[config.mk]
export PLATFORM = sky130hd
export DESIGN_NAME = nkro_keyboard_report_builder_unit
export DESIGN_NICKNAME = d
export VERILOG_FILES = /design/src/hdl/nkro_pkg.sv /design/src/hdl/nkro_keyboard_report_builder_unit.sv
export SDC_FILE = /design/constraint.sdc
export NUM_CORES = 1
export LEC_CHECK = 0
export BUFFER_PORTS_ARGS = -buffer_cell sky130_fd_sc_hd__buf_2
export CAP_MARGIN = 5
export CORE_ASPECT_RATIO = 1.25
export CORE_UTILIZATION = 60
export CTS_BUF_LIST = sky130_fd_sc_hd__clkbuf_2 sky130_fd_sc_hd__clkbuf_4 sky130_fd_sc_hd__clkbuf_8
export CTS_CLUSTER_DIAMETER = 120
export DETAILED_ROUTE_END_ITERATION = 8
export PLACE_DENSITY = 0.76
export SYNTH_ARGS = -nofsm -noshare
export SYNTH_HDL_FRONTEND = slang
export SYNTH_SLANG_ARGS = --single-unit
[constraint.sdc]
create_clock -name aclk -period 9.85 [get_ports aclk]
set_input_delay 2.955 -clock aclk [delete_from_list [all_inputs] [get_ports aclk]]
set_output_delay 2.955 -clock aclk [all_outputs]
set_load 0.01 [all_outputs]
[src/hdl/nkro_pkg.sv]
// Shared types and constants for the NKRO keyboard report builder.
`timescale 1ns / 1ps

package nkro_pkg;

    localparam logic [7:0] KC_NONE      = 8'h00;
    localparam logic [7:0] KC_MOD_FIRST = 8'hE0;
    localparam logic [7:0] KC_MOD_LAST  = 8'hE7;

    localparam int IN_DATA_W  = 16;
    localparam int OUT_DATA_W = 16;

    typedef enum logic [1:0] {
        OP_UPDATE      = 2'd0,
        OP_UPDATE_SEND = 2'd1,
        OP_SEND        = 2'd2,
        OP_CLEAR_SEND  = 2'd3
    } op_t;

    typedef enum logic {
        KIND_BYTE   = 1'b0,
        KIND_STATUS = 1'b1
    } kind_t;

    typedef enum logic [2:0] {
        ST_IDLE,
        ST_MODIFY,
        ST_CHECK,
        ST_EMIT,
        ST_STATUS
    } state_t;

endpackage

[src/hdl/nkro_keyboard_report_builder_unit.sv]
// N-key-rollover keyboard report builder: 1 + BITMAP_BYTES byte report held in block RAM.
// Each input beat is one command (s_tuser): update a key, update and send, send, or clear
// all and send. A key update is a read-modify-write of one report byte; a rejected keycode
// skips the RAM. A send that finds the report changed streams the whole report out of the
// report RAM, one byte per cycle while m_tready does not stall it. Every command ends with
// a status beat; the next command is taken only once that beat is in the output register.
// A running count of differing bytes between the report and the last-sent copy makes the
// change check a single compare.
// Both RAMs reset to zero through per-entry valid bits; there is no clearing pass.
`timescale 1ns / 1ps

module nkro_keyboard_report_builder_unit
    import nkro_pkg::*;
#(
    parameter int BITMAP_BYTES = 32
) (
    input  logic                  aclk,
    input  logic                  aresetn,
    input  logic                  s_tvalid,
    output logic                  s_tready,
    input  logic [IN_DATA_W-1:0]  s_tdata,   // keycode[7:0], pressed[8], zero[15:9]
    input  logic [1:0]            s_tuser,   // op[1:0]
    output logic                  m_tvalid,
    input  logic                  m_tready,
    output logic [OUT_DATA_W-1:0] m_tdata,   // report_byte[7:0], byte_position[13:8],
                                             // accepted[14], report_sent[15]
    output logic                  m_tuser,   // kind[0]
    output logic                  m_tlast
);

    localparam int REPORT_BYTES = BITMAP_BYTES + 1;
    localparam int AW           = $clog2(REPORT_BYTES);
    localparam int CW           = $clog2(REPORT_BYTES + 1);
    localparam logic [AW-1:0] LAST_POS = AW'(REPORT_BYTES - 1);

    // report RAM and last-sent RAM
    logic [7:0] cur_mem  [REPORT_BYTES];
    logic [7:0] sent_mem [REPORT_BYTES];

    state_t state_reg, state_next;

    op_t                    op_reg, op_next;
    logic [AW-1:0]          key_idx_reg, key_idx_next;
    logic [2:0]             key_bit_reg, key_bit_next;
    logic                   pressed_reg, pressed_next;
    logic                   accepted_reg, accepted_next;
    logic                   sent_flag_reg, sent_flag_next;
    logic [AW-1:0]          pos_reg, pos_next;
    logic [CW-1:0]          diff_cnt_reg, diff_cnt_next;
    logic [CW-1:0]          sent_nz_reg, sent_nz_next;
    logic [REPORT_BYTES-1:0] cur_vld_reg, cur_vld_next;
    logic [REPORT_BYTES-1:0] sent_vld_reg, sent_vld_next;

    logic                   m_tvalid_reg, m_tvalid_next;
    logic [OUT_DATA_W-1:0]  m_tdata_reg, m_tdata_next;
    logic                   m_tuser_reg, m_tuser_next;
    logic                   m_tlast_reg, m_tlast_next;

    logic [7:0]    cur_rd_reg, sent_rd_reg;
    logic          cur_rd_ok_reg, sent_rd_ok_reg;

    logic          cur_re, cur_we, sent_re, sent_we;
    logic [AW-1:0] cur_raddr, cur_waddr, sent_raddr, sent_waddr;
    logic [7:0]    cur_wdata, sent_wdata;

    logic          in_accept, out_free;
    logic [7:0]    in_keycode;
    logic          in_pressed;
    op_t           in_op;
    logic          in_is_mod, in_key_ok, in_is_key_op;
    logic [AW-1:0] in_key_idx;

    logic [7:0]    cur_eff, sent_eff, key_mask, new_byte;

    assign in_keycode = s_tdata[7:0];
    assign in_pressed = s_tdata[8];
    assign in_op      = op_t'(s_tuser);
    assign in_accept  = s_tvalid && s_tready;
    assign out_free   = !m_tvalid_reg || m_tready;

    assign in_is_mod    = (in_keycode >= KC_MOD_FIRST) && (in_keycode <= KC_MOD_LAST);
    assign in_key_ok    = (in_keycode != KC_NONE) && (in_keycode <= KC_MOD_LAST) &&
                          (in_is_mod || ({1'b0, in_keycode[7:3]} < 6'(BITMAP_BYTES)));
    assign in_key_idx   = in_is_mod ? '0 : AW'(in_keycode[7:3]) + AW'(1);
    assign in_is_key_op = (in_op == OP_UPDATE) || (in_op == OP_UPDATE_SEND);

    assign cur_eff  = cur_rd_ok_reg ? cur_rd_reg : 8'h00;
    assign sent_eff = sent_rd_ok_reg ? sent_rd_reg : 8'h00;
    assign key_mask = 8'h01 << key_bit_reg;
    assign new_byte = pressed_reg ? (cur_eff | key_mask) : (cur_eff & ~key_mask);

    assign s_tready = (state_reg == ST_IDLE);
    assign m_tvalid = m_tvalid_reg;
    assign m_tdata  = m_tdata_reg;
    assign m_tuser  = m_tuser_reg;
    assign m_tlast  = m_tlast_reg;

    // next state
    always_comb begin
        state_next = state_reg;
        case (state_reg)
            ST_IDLE: begin
                if (in_accept) begin
                    if (in_is_key_op) begin
                        state_next = in_key_ok ? ST_MODIFY : ST_STATUS;
                    end else begin
                        state_next = ST_CHECK;
                    end
                end
            end
            ST_MODIFY: begin
                state_next = (op_reg == OP_UPDATE_SEND) ? ST_CHECK : ST_STATUS;
            end
            ST_CHECK: begin
                state_next = (diff_cnt_reg != '0) ? ST_EMIT : ST_STATUS;
            end
            ST_EMIT: begin
                if (out_free && (pos_reg == LAST_POS)) begin
                    state_next = ST_STATUS;
                end
            end
            ST_STATUS: begin
                if (out_free) begin
                    state_next = ST_IDLE;
                end
            end
            default: begin
                state_next = ST_IDLE;
            end
        endcase
    end

    // datapath and memory control
    always_comb begin
        op_next        = op_reg;
        key_idx_next   = key_idx_reg;
        key_bit_next   = key_bit_reg;
        pressed_next   = pressed_reg;
        accepted_next  = accepted_reg;
        sent_flag_next = sent_flag_reg;
        pos_next       = pos_reg;
        diff_cnt_next  = diff_cnt_reg;
        sent_nz_next   = sent_nz_reg;
        cur_vld_next   = cur_vld_reg;
        sent_vld_next  = sent_vld_reg;

        m_tvalid_next = m_tvalid_reg && !m_tready;
        m_tdata_next  = m_tdata_reg;
        m_tuser_next  = m_tuser_reg;
        m_tlast_next  = m_tlast_reg;

        cur_re     = 1'b0;
        cur_raddr  = key_idx_reg;
        cur_we     = 1'b0;
        cur_waddr  = key_idx_reg;
        cur_wdata  = new_byte;
        sent_re    = 1'b0;
        sent_raddr = in_key_idx;
        sent_we    = 1'b0;
        sent_waddr = pos_reg;
        sent_wdata = cur_eff;

        case (state_reg)
            ST_IDLE: begin
                if (in_accept) begin
                    op_next        = in_op;
                    key_idx_next   = in_key_idx;
                    key_bit_next   = in_keycode[2:0];
                    pressed_next   = in_pressed;
                    accepted_next  = in_is_key_op ? in_key_ok : 1'b1;
                    sent_flag_next = 1'b0;
                    if (in_is_key_op && in_key_ok) begin
                        cur_re    = 1'b1;
                        cur_raddr = in_key_idx;
                        sent_re   = 1'b1;
                    end
                    if (in_op == OP_CLEAR_SEND) begin
                        cur_vld_next  = '0;
                        diff_cnt_next = sent_nz_reg;
                    end
                end
            end
            ST_MODIFY: begin
                cur_we                    = 1'b1;
                cur_vld_next[key_idx_reg] = 1'b1;
                diff_cnt_next = diff_cnt_reg - CW'(cur_eff != sent_eff)
                                             + CW'(new_byte != sent_eff);
            end
            ST_CHECK: begin
                if (diff_cnt_reg != '0) begin
                    cur_re         = 1'b1;
                    cur_raddr      = '0;
                    pos_next       = '0;
                    diff_cnt_next  = '0;
                    sent_nz_next   = '0;
                    sent_flag_next = 1'b1;
                end
            end
            ST_EMIT: begin
                if (out_free) begin
                    m_tvalid_next = 1'b1;
                    m_tdata_next  = {1'b0, 1'b0, 6'(pos_reg), cur_eff};
                    m_tuser_next  = KIND_BYTE;
                    m_tlast_next  = 1'b0;
                    sent_we                = 1'b1;
                    sent_vld_next[pos_reg] = 1'b1;
                    sent_nz_next = sent_nz_reg + CW'(cur_eff != 8'h00);
                    if (pos_reg != LAST_POS) begin
                        cur_re    = 1'b1;
                        cur_raddr = pos_reg + AW'(1);
                        pos_next  = pos_reg + AW'(1);
                    end
                end
            end
            ST_STATUS: begin
                if (out_free) begin
                    m_tvalid_next = 1'b1;
                    m_tdata_next  = {sent_flag_reg, accepted_reg, 6'd0, 8'h00};
                    m_tuser_next  = KIND_STATUS;
                    m_tlast_next  = 1'b1;
                end
            end
            default: begin
            end
        endcase
    end

    always_ff @(posedge aclk) begin
        if (!aresetn) begin
            state_reg    <= ST_IDLE;
            diff_cnt_reg <= '0;
            sent_nz_reg  <= '0;
            cur_vld_reg  <= '0;
            sent_vld_reg <= '0;
            m_tvalid_reg <= 1'b0;
        end else begin
            state_reg    <= state_next;
            diff_cnt_reg <= diff_cnt_next;
            sent_nz_reg  <= sent_nz_next;
            cur_vld_reg  <= cur_vld_next;
            sent_vld_reg <= sent_vld_next;
            m_tvalid_reg <= m_tvalid_next;
        end
    end

    always_ff @(posedge aclk) begin
        op_reg        <= op_next;
        key_idx_reg   <= key_idx_next;
        key_bit_reg   <= key_bit_next;
        pressed_reg   <= pressed_next;
        accepted_reg  <= accepted_next;
        sent_flag_reg <= sent_flag_next;
        pos_reg       <= pos_next;
        m_tdata_reg   <= m_tdata_next;
        m_tuser_reg   <= m_tuser_next;
        m_tlast_reg   <= m_tlast_next;
    end

    always_ff @(posedge aclk) begin
        if (cur_we) begin
            cur_mem[cur_waddr] <= cur_wdata;
        end
        if (cur_re) begin
            cur_rd_reg    <= cur_mem[cur_raddr];
            cur_rd_ok_reg <= cur_vld_next[cur_raddr];
        end
    end

    always_ff @(posedge aclk) begin
        if (sent_we) begin
            sent_mem[sent_waddr] <= sent_wdata;
        end
        if (sent_re) begin
            sent_rd_reg    <= sent_mem[sent_raddr];
            sent_rd_ok_reg <= sent_vld_reg[sent_raddr];
        end
    end

endmodule

==> results of run 1 <==
==> per-layer routing <==
| metal | track usage (%) | wire (um) |
|---|---|---|
| met1 | 33.8 | 24800 |
| met2 | 48.9 | 34000 |
| met3 | 4.07 | 4640 |
| met4 | 15.7 | 3230 |
| met5 | 0 | 0 |
==> cells in the mapped netlist, types with 4 or more instances <==
| library cell | number | share of area [%] |
|---|---|---|
| a211oi_1 | 66 | 1.8 |
| a21boi_0 | 5 | 0.13 |
| a21o_1 | 19 | 0.51 |
| a21oi_1 | 65 | 1.2 |
| a22oi_1 | 8 | 0.22 |
| a31oi_1 | 5 | 0.11 |
| a32oi_1 | 6 | 0.19 |
| and2_1 | 50 | 1.1 |
| and3_1 | 4 | 0.090 |
| buf_2 | 32 | 0.57 |
| buf_4 | 8 | 0.22 |
| buf_6 | 13 | 0.53 |
| clkbuf_1 | 84 | 1.1 |
| dfxtp_1 | 82 | 5.9 |
| edfxtp_1 | 583 | 63 |
| ha_1 | 13 | 0.58 |
| inv_1 | 33 | 0.44 |
| mux2i_1 | 124 | 4.5 |
| mux4_2 | 18 | 1.5 |
| nand2_1 | 226 | 3.0 |
| nand2b_1 | 5 | 0.11 |
| nand3_1 | 108 | 1.9 |
| nand3b_1 | 8 | 0.22 |
| nand4_1 | 19 | 0.43 |
| nor2_1 | 132 | 1.8 |
| nor2b_1 | 16 | 0.36 |
| nor3_1 | 17 | 0.31 |
| nor4_1 | 5 | 0.11 |
| o211a_1 | 6 | 0.22 |
| o211ai_1 | 4 | 0.11 |
| o21a_1 | 36 | 0.97 |
| o21ai_0 | 75 | 1.3 |
| o221ai_1 | 42 | 1.3 |
| o22ai_1 | 41 | 0.92 |
| or3_1 | 8 | 0.18 |
| or4_1 | 5 | 0.13 |
| xnor2_1 | 9 | 0.28 |
| xor2_1 | 7 | 0.22 |
==> worst paths after layout <==
path                                                   start                            to  slack, ns
worst min register to register  sent_vld_reg[0]$_SDFFE_PN0P_  sent_vld_reg[0]$_SDFFE_PN0P_       0.47
worst max register to register       cur_rd_ok_reg$_DFFE_PP_  diff_cnt_reg[4]$_SDFFE_PN0P_       4.68
worst max-delay path                              s_tdata[5]       cur_rd_reg[2]$_DFFE_PP_       3.34
worst min-delay path            sent_vld_reg[0]$_SDFFE_PN0P_  sent_vld_reg[0]$_SDFFE_PN0P_       0.47
==> per-stage QoR <==
stage	setup WS (ns)	utilization, %	hold slack [ns]	area (um^2)
after detailed placement	2.66	62.5	0.448	28400
after global routing	3.17	67.0	0.478	30500
after global placement	2.76	62.5	0.440	28400
after floorplan	4.17	-	0.432	27900
final	3.34	67.0	0.466	30500
after CTS	3.39	66.9	0.462	30400
==> cell families after synthesis <==
family,count (synthesis),synth area share [%]
buf+inv,171,2.91
xor+xnor,16,0.503
simple gates,632,10.8
mux,145,6.03
fa+ha+maj,14,0.656
compound gates,420,10.4
flops,665,68.7
==> report_power, final <==
group	internal, mW	switching (mW)
sequential	3.57	0.105
combinational	0.797	2.02
clock	1.20	1.05
total	5.56	3.17
==> layout make-up <==
| cell class | instances | area share [%] |
|---|---|---|
| Inverter | 33 | 0.406 |
| Sequential cell | 665 | 62.8 |
| Clock inverter | 39 | 0.850 |
| Clock buffer | 144 | 5.74 |
| Antenna cell | 1 | 0.00821 |
| Multi-Input combinational cell | 1227 | 26.2 |
| Timing Repair Buffer | 72 | 1.56 |
| Tap cell | 578 | 2.37 |
==> results.cfg, run 1 <==
[synth]
syn_nets = 2099
syn_inst = 2063
yosys_warnings = 0
ys_seq_elements = 665
synth_edf_count = 583
async_flop_share_pct = 0
syn_area_um2 = 27900
synth_cell_types = 82
ys.flop_type = edfxtp_1
seq_area_frac_synth_pct = 68.7
synth_area_per_cell_um2 = 13.5

[cts]
ctsHoldBuffers = 0
ctsHtreeMaxLevel = 3
cts-resized-gates = 0
clkLatencyLatePin_ns = 0.71
clk_path_buf_depth = 3
clkTransAtPathRegs_ns = 0.06
cts_setup_buffers = 0
clock_sinks = 665
ctsRootBufferMaster = clkbuf_8
cts_buffers = 97
cts_tree = done

[grt]
grt_pass1_vias = 17600
grt_usage_pct = 28.2
grt_pass1_wl_um = 99900
grt_max_degree = 79
grt_remaining_overflow = 0
antenna_found_initial = 1

[timing]
hold_viol = 0
skew_ns = 0.0453
fmax_mhz = 154
slew_headroom_pct = 16.6
maxSlewViolCount = 0
final.setup.tns_ns = 0
finalCriticalPeriod_ns = 6.51
rsz0062_at_grt = no
finalSetupViolCount = 0
period_share_pct = 66.0
worst_pin_slew_ns = 1.25

[layout]
area_delta_synth_final_pct = 9.37
regArea_um2 = 19100
multi_input_area_um2 = 7990
final_nets = 2132
reg_top3 = cur_mem x264, sent_mem x264
stdcell_count = 2759
nFillCells = 3231
final_cell_mix = edfxtp_1 (583), nand2_1 (226), nor2_1 (132), mux2i_1 (124)
final_common_cell = edfxtp_1
drive_gt1_share_pct = 13.0

[floorplan]
core_um2 = 45500
rows = 87
ioPinCount = 42
fp.dieW_um = 195
chipHeight_um = 243
start_util_pct = 61.2
die-area_um2 = 47300

[worst_setup_path]
critPathTopFamily = simple AND/OR/NAND/NOR gates
crit_path_cell_trace = buf_2 -> or4_4 -> o22ai_4 -> o31a_1 -> and3_4 -> buf_4 -> mux2i_1 -> o22ai_1 -> a211oi_1 -> nor4_1 -> a211o_1
cpPeakStageDelay_ns = 0.80
cp_num_cells = 11
critPathLaunchType = primary input
cp.arrival_ns = 6.96
crit_fanout = 69
slowest_stage = and3_4
worstPathRequired_ns = 10.31
worstSetupEndpointType = flop
cp.buffers_inverters = 2
worst-r2r-cell-count = 18
worstSetupPathType = primary input to flop

[drt]
wl_um = 66600
ant_nets = 0
drc = 0
vias_per_cell = 6.38
drtIter0Drc = 1469
drt_pre_antenna_iters = 6
wl_per_cell_um = 24.1
dr_total_vias = 17600

[flow_run]
cap_violations = 0

[power_and_ir_drop]
finalPower_mw = 8.74
ir_drop_uv = 237
p_leak_nw = 10.7
p_per_area_nw_per_um2 = 287

[worst_hold_path]
min_path_cells = 1
hp-class = flop to flop

[outcome]
run_status = complete, no violations

[placement]
io_buffers = 34
post-place-cells = 2574
hpwl_um = 40400
place.gp.congestion = 0.901
(Power assumes the default switching activity.)
==> run 2: changes to the inputs <==
ABC_AREA = 1   (was not set)
CORE_UTILIZATION = 59   (was 60)
PLACE_DENSITY = 0.78   (was 0.76)
clock period = 5.3 ns   (was 9.85 ns; I/O delays follow)
==> run 2 against run 1 <==
Worst setup slack got worse by 2.2 ns. Sequential share of layout area fell by 2.6 points. Power is 92% higher. Critical endpoint is now diff_cnt_reg[5]$_SDFFE_PN0P_.
==> results.cfg, run 2 <==
[outcome]
run_status = complete, no violations

[worst_setup_path]
worstSetupPathType = flop to flop
crit_top_cell = nor2_1
r2r_slack_ns = 1.12
cpPeakStageDelay_ns = 0.55
worst-r2r-cell-count = 21
slowest_stage = edfxtp_1
worstSetupEndpointType = flop
crit_path_cell_trace = inv_1 -> nand3_1 -> o21ai_2 -> buf_4 -> xor2_1 -> nand2_1 -> nor4_1 -> ha_1 -> inv_1 -> ha_1 -> a21oi_1 -> inv_1 -> a31oi_1 -> nor2_1 -> nor2_1 -> nor2_1 -> nor2_1 -> nor2_1 -> nor2_1 -> nand2_1 -> a221oi_1
worstSetupStartpoint = key_bit_reg[2]$_DFFE_PP_
cp.buffers_inverters = 4
r2r-start = key_bit_reg[2]$_DFFE_PP_
critPathTopFamily = simple AND/OR/NAND/NOR gates
r2r_end = diff_cnt_reg[5]$_SDFFE_PN0P_
cp.arrival_ns = 4.76
critPathLaunchType = flop
crit_fanout = 34
worstPathRequired_ns = 5.88

[drt]
dr_total_vias = 20600
ant_nets = 0
drtIter0Drc = 2038
drc = 0
wl_per_cell_um = 21.0
wl_um = 73600
vias_per_cell = 5.88
drt_pre_antenna_iters = 6

[timing]
period_share_pct = 78.8
finalCriticalPeriod_ns = 4.18
maxSlewViolCount = 0
finalSetupViolCount = 0
slew_headroom_pct = 23.1
fmax_mhz = 239
skew_ns = 0.0557
rsz0062_at_grt = no
hold_viol = 0
worst_pin_slew_ns = 1.15
final.setup.tns_ns = 0

[floorplan]
fp.dieW_um = 200
core_um2 = 48200
ioPinCount = 42
rows = 90
die-area_um2 = 49700
chipHeight_um = 249
start_util_pct = 59.7

[cts]
cts_setup_buffers = 0
clkTransAtPathRegs_ns = 0.06
clkLatencyLatePin_ns = 0.73
cts-resized-gates = 0
clk_path_buf_depth = 3
ctsHtreeMaxLevel = 3
ctsRootBufferMaster = clkbuf_8
ctsHoldBuffers = 0
cts_tree = done
cts_buffers = 97
clock_sinks = 665

[worst_hold_path]
min_path_cells = 2
hp-class = flop to flop
hold_start = sent_vld_reg[24]$_SDFFE_PN0P_
hold_end = sent_vld_reg[24]$_SDFFE_PN0P_

[power_and_ir_drop]
p_leak_nw = 12.1
p_per_area_nw_per_um2 = 527
ir_drop_uv = 344

[grt]
grt_pass1_wl_um = 110000
grt_pass1_vias = 20200
grt_remaining_overflow = 0
grt_usage_pct = 29.9
grt_max_degree = 87
antenna_found_initial = 4

[synth]
syn_area_um2 = 28800
yosys.area.top_type = edfxtp_1
synthTopCellsByArea = edfxtp_1 (61%), nand2_1 (6.2%), dfxtp_1 (5.7%)
seq_area_frac_synth_pct = 66.6
yosysMostFrequentCell = edfxtp_1
syn_nets = 2760
synth_edf_count = 583
ys.flop_type = edfxtp_1
synthTopCellsByCount = edfxtp_1 (583), nand2_1 (473), nor2_1 (431)
synth_area_per_cell_um2 = 10.6
yosys_warnings = 0
ys_seq_elements = 665
synth_top_area_share_pct = 60.8
async_flop_share_pct = 0
synth_cell_types = 49
syn_inst = 2724

[placement]
place.gp.congestion = 0.914
hpwl_um = 46700
io_buffers = 34

[layout]
drive_gt1_share_pct = 11.4
area_delta_synth_final_pct = 10.4
final_cell_mix = edfxtp_1 (583), nand2_1 (471), nor2_1 (430), inv_1 (257), nand3_1 (217)
final_nets = 2812
nFillCells = 3643
fin_util_pct = 65.9
final_common_cell = edfxtp_1
reg_top3 = cur_mem x264, sent_mem x264

[flow_run]
cap_violations = 0
-- run 2: cell count changes after synthesis, moves of 40 or more --
cell / delta
inv_1: +225
a211oi_1: -63
nand2_1: +247
o21ai_0: +76
nand3_1: +109
mux2i_1: -124
nand3b_1: +48
and2_1: -50
nor2_1: +299
o221ai_1: -42
o211ai_1: +40
-- run 2: final cells by class --
cell class	count	area, um^2	share of cell area [%]
Timing Repair Buffer	89	671	2.11
Tap cell	644	806	2.54
Sequential cell	665	19100	60.3
Clock buffer	146	1830	5.77
Clock inverter	37	297	0.933
Inverter	271	1020	3.20
Antenna cell	3	7.51	0.0236
Multi-Input combinational cell	1652	8000	25.2
-- run 2: cells by family (layout without fill, tap and decap cells) --
group / Yosys count / in the layout / share of synthesized area (%)
other cells: 0 / 3 / 0
xor+xnor: 18 / 18 / 0.548
fa+ha+maj: 14 / 14 / 0.635
flops: 665 / 665 / 66.6
compound gates: 370 / 370 / 7.60
simple gates: 1250 / 1250 / 18.8
buf+inv: 407 / 543 / 5.89
-- run 2: worst max path at each step --
stage / endpoint / slack (ns) / depth (start not counted)
detailed placement: cur_rd_reg[4]$_DFFE_PP_ / 0.55 / 19
global route: diff_cnt_reg[5]$_SDFFE_PN0P_ / 0.86 / 22
floorplan: diff_cnt_reg[4]$_SDFFE_PN0P_ / 1.06 / 19
CTS: diff_cnt_reg[5]$_SDFFE_PN0P_ / 1.12 / 21
finish: diff_cnt_reg[5]$_SDFFE_PN0P_ / 1.12 / 21
global placement: cur_rd_reg[5]$_DFFE_PP_ / 0.61 / 19
-- run 2: layer usage --
layer | wire, um | vias to the layer above | share of wire, % | global-route usage (%)
li1 | - | 9473 | - | -
met1 | 24500 | 9760 | 33 | 32.5
met2 | 36600 | 1086 | 50 | 50.4
met3 | 5830 | 316 | 7.9 | 4.77
met4 | 6690 | 2 | 9.1 | 25.7
met5 | 17 | - | 0.023 | 0
-- run 2: metrics by stage --
stage	hold WS, ns	area (um^2)	cells	setup WS [ns]	power (mW)
2_1_floorplan	0.433	28800	2724	1.06	10.5
3_3_place_gp	0.443	29600	3321	0.611	12.2
3_5_place_dp	0.452	29600	3321	0.549	12.4
6_report	0.466	31800	3507	1.12	16.7
4_1_cts	0.466	31800	3504	1.12	16.7
5_1_grt	0.485	31800	3506	0.859	17.4
-- run 2: worst register-to-register path: cells and delay by family (launching register included) --
family	cells	cell delay [ns]
buf+inv	4	0.79
simple gates	10	1.32
fa+ha+maj	2	0.54
flops	1	0.55
compound gates	4	0.69
xor+xnor	1	0.19
-- run 2: power breakdown --
group | total [mW] | switching [mW] | internal [mW]
Clock | 4.37 | 1.98 | 2.39
Sequential | 6.66 | 0.111 | 6.55
Combinational | 5.71 | 4.25 | 1.46
Total | 16.7 | 6.34 | 10.4
==> run 3: changes to the inputs <==
ABC_AREA = 0   (was 1)
CORE_UTILIZATION = 60   (was 59)
PLACE_DENSITY = 0.76   (was 0.78)
clock period = 3.9 ns   (was 5.3 ns; I/O delays follow)
==> run 3 against run 2 <==
Worst setup slack worse by 1.0 ns. Sequential share of layout area fell by 0.94 points. Clock power rose by 32%. Cell area grew 1.6%. Wire length down 5.9%. Critical path depth fell by 9. Flip-flop and latch count unchanged. Sequential power grew 39%. Count of clock-buffer cells in the layout down 9. Power up 41%. Non-clock buffer count increased by 190. Highest routed layer is now met4.
==> results.cfg, run 3 (synthesis results as in run 1) <==
[outcome]
run_status = complete, no violations

[cts]
cts_buffers = 97
ctsRootBufferMaster = clkbuf_8
ctsHtreeMaxLevel = 3
cts_tree = done
clock_sinks = 665
clk_path_buf_depth = 3
clkLatencyLatePin_ns = 0.71
clkTransAtPathRegs_ns = 0.07

[drt]
drt_pre_antenna_iters = 6
drc = 0
wl_per_cell_um = 23.4
ant_nets = 0
drtIter0Drc = 1738
wl_um = 69300
dr_total_vias = 18600
vias_per_cell = 6.27

[timing]
final.setup.tns_ns = 0
fmax_mhz = 264
finalSetupViolCount = 0
rsz0062_at_grt = no
maxSlewViolCount = 0
slew_headroom_pct = 25.3
period_share_pct = 97.2
worst_pin_slew_ns = 1.12
fin_ws_ns = 0.110
whs_ns = 0.466
finalCriticalPeriod_ns = 3.79
skew_ns = 0.0417
hold_viol = 0

[worst_setup_path]
cp.buffers_inverters = 3
crit_path_cell_trace = buf_2 -> or4_4 -> o22ai_4 -> o2111ai_1 -> and3_4 -> buf_12 -> buf_4 -> nand2_1 -> nand3_1 -> nand3_1 -> a21oi_1 -> or4_1
cp.arrival_ns = 4.21
worstSetupEndpointType = flop
critPathLaunchType = primary input
critPathTopFamily = simple AND/OR/NAND/NOR gates
worstSetupPathType = primary input to flop
r2r_end = diff_cnt_reg[4]$_SDFFE_PN0P_
crit_fanout = 25
r2r-start = cur_rd_ok_reg$_DFFE_PP_
cpPeakStageDelay_ns = 0.58
worstPathRequired_ns = 4.32
slowest_stage = or4_1
worst-r2r-cell-count = 14
r2r_slack_ns = 0.20
crit_top_cell = nand3_1

[placement]
place.gp.congestion = 0.921
pre_cts_ws_ns = -0.627
hpwl_um = 46100
io_buffers = 34

[layout]
drive_gt1_share_pct = 21.0
final_common_cell = edfxtp_1
area_delta_synth_final_pct = 15.9
reg_top3 = cur_mem x264, sent_mem x264
final_cell_mix = edfxtp_1 (583), buf_4 (227), nand2_1 (223), nor2_1 (132), mux2i_1 (123)
final_nets = 2339

[floorplan]
chipHeight_um = 243
die-area_um2 = 47300
rows = 87
ioPinCount = 42
core_um2 = 45500
fp.dieW_um = 195
start_util_pct = 61.2

[grt]
grt_pass1_vias = 18700
grt_usage_pct = 29.9
grt_max_degree = 55
grt_pass1_wl_um = 106000
antenna_found_initial = 1
grt_remaining_overflow = 0

[power_and_ir_drop]
ir_drop_uv = 495
finalPower_mw = 23.7
p_leak_nw = 11.8
p_per_area_nw_per_um2 = 733

[worst_hold_path]
hold_start = sent_vld_reg[0]$_SDFFE_PN0P_
min_path_cells = 1
hold_end = sent_vld_reg[0]$_SDFFE_PN0P_
hp-class = flop to flop

[flow_run]
cap_violations = 0
-- run 3: cell types whose count changed in the layout (fill, tap and decap cells not counted), moves of 50 or more --
cell / change
nand2_1: -248
nand3_1: -110
a211oi_1: +62
inv_1: -228
mux2i_1: +123
and2_1: +50
o21ai_0: -71
buf_4: +179
nor2_1: -298
-- run 3: report_power, final --
part	leakage, nW	internal [mW]	total [mW]	switching (mW)
clock network	1.08	3.10	5.76	2.66
logic	4.75	3.26	8.66	5.40
registers	6.00	8.99	9.26	0.268
-- run 3: worst max path at each step --
| stage | from | endpoint | slack, ns | cells after the start |
|---|---|---|---|---|
| 4_1_cts | s_tdata[1] | cur_rd_reg[5]$_DFFE_PP_ | 0.04 | 14 |
| 3_5_place_dp | s_tdata[1] | cur_rd_reg[5]$_DFFE_PP_ | -0.63 | 14 |
| 3_3_place_gp | s_tdata[1] | cur_rd_reg[1]$_DFFE_PP_ | -0.50 | 12 |
| 2_1_floorplan | s_tdata[4] | cur_rd_reg[7]$_DFFE_PP_ | 0.005 | 11 |
| 5_1_grt | cur_rd_ok_reg$_DFFE_PP_ | diff_cnt_reg[4]$_SDFFE_PN0P_ | 0.02 | 15 |
| 6_report | s_tdata[1] | cur_rd_reg[1]$_DFFE_PP_ | 0.11 | 12 |
-- run 3: layout make-up --
| type | count | area (um^2) |
|---|---|---|
| Antenna cell | 1 | 2.50 |
| Multi-Input combinational cell | 1227 | 8020 |
| Timing Repair Buffer | 279 | 2230 |
| Clock inverter | 46 | 343 |
| Clock buffer | 137 | 1690 |
| Tap cell | 578 | 723 |
| Fill cell | 3026 | 13200 |
| Sequential cell | 665 | 19100 |
| Inverter | 33 | 124 |
-- run 3: what timing repair did --
item | CTS | global route
hold buffers | 0 | 0
buffers inserted | 0 | 0
gates resized for setup | 0 | 7
endpoints found under the setup margin | 0 | 2
-- run 3: stage by stage --
| stage | utilization (%) | std cells | instance area (um^2) |
|---|---|---|---|
| after floorplan | - | 2063 | 27900 |
| after global placement | 66.4 | 2782 | 30200 |
| after detailed placement | 66.4 | 2782 | 30200 |
| after CTS | 70.9 | 2965 | 32300 |
| after global routing | 70.9 | 2966 | 32300 |
| final | 70.9 | 2966 | 32300 |
-- run 3: per-layer routing --
layer	share of wire (%)	GRT usage, %	wire [um]
met5	0	0	0
met4	6.3	19.2	4400
met3	7.5	4.75	5180
met2	51	51.4	35100
met1	36	34.9	24600
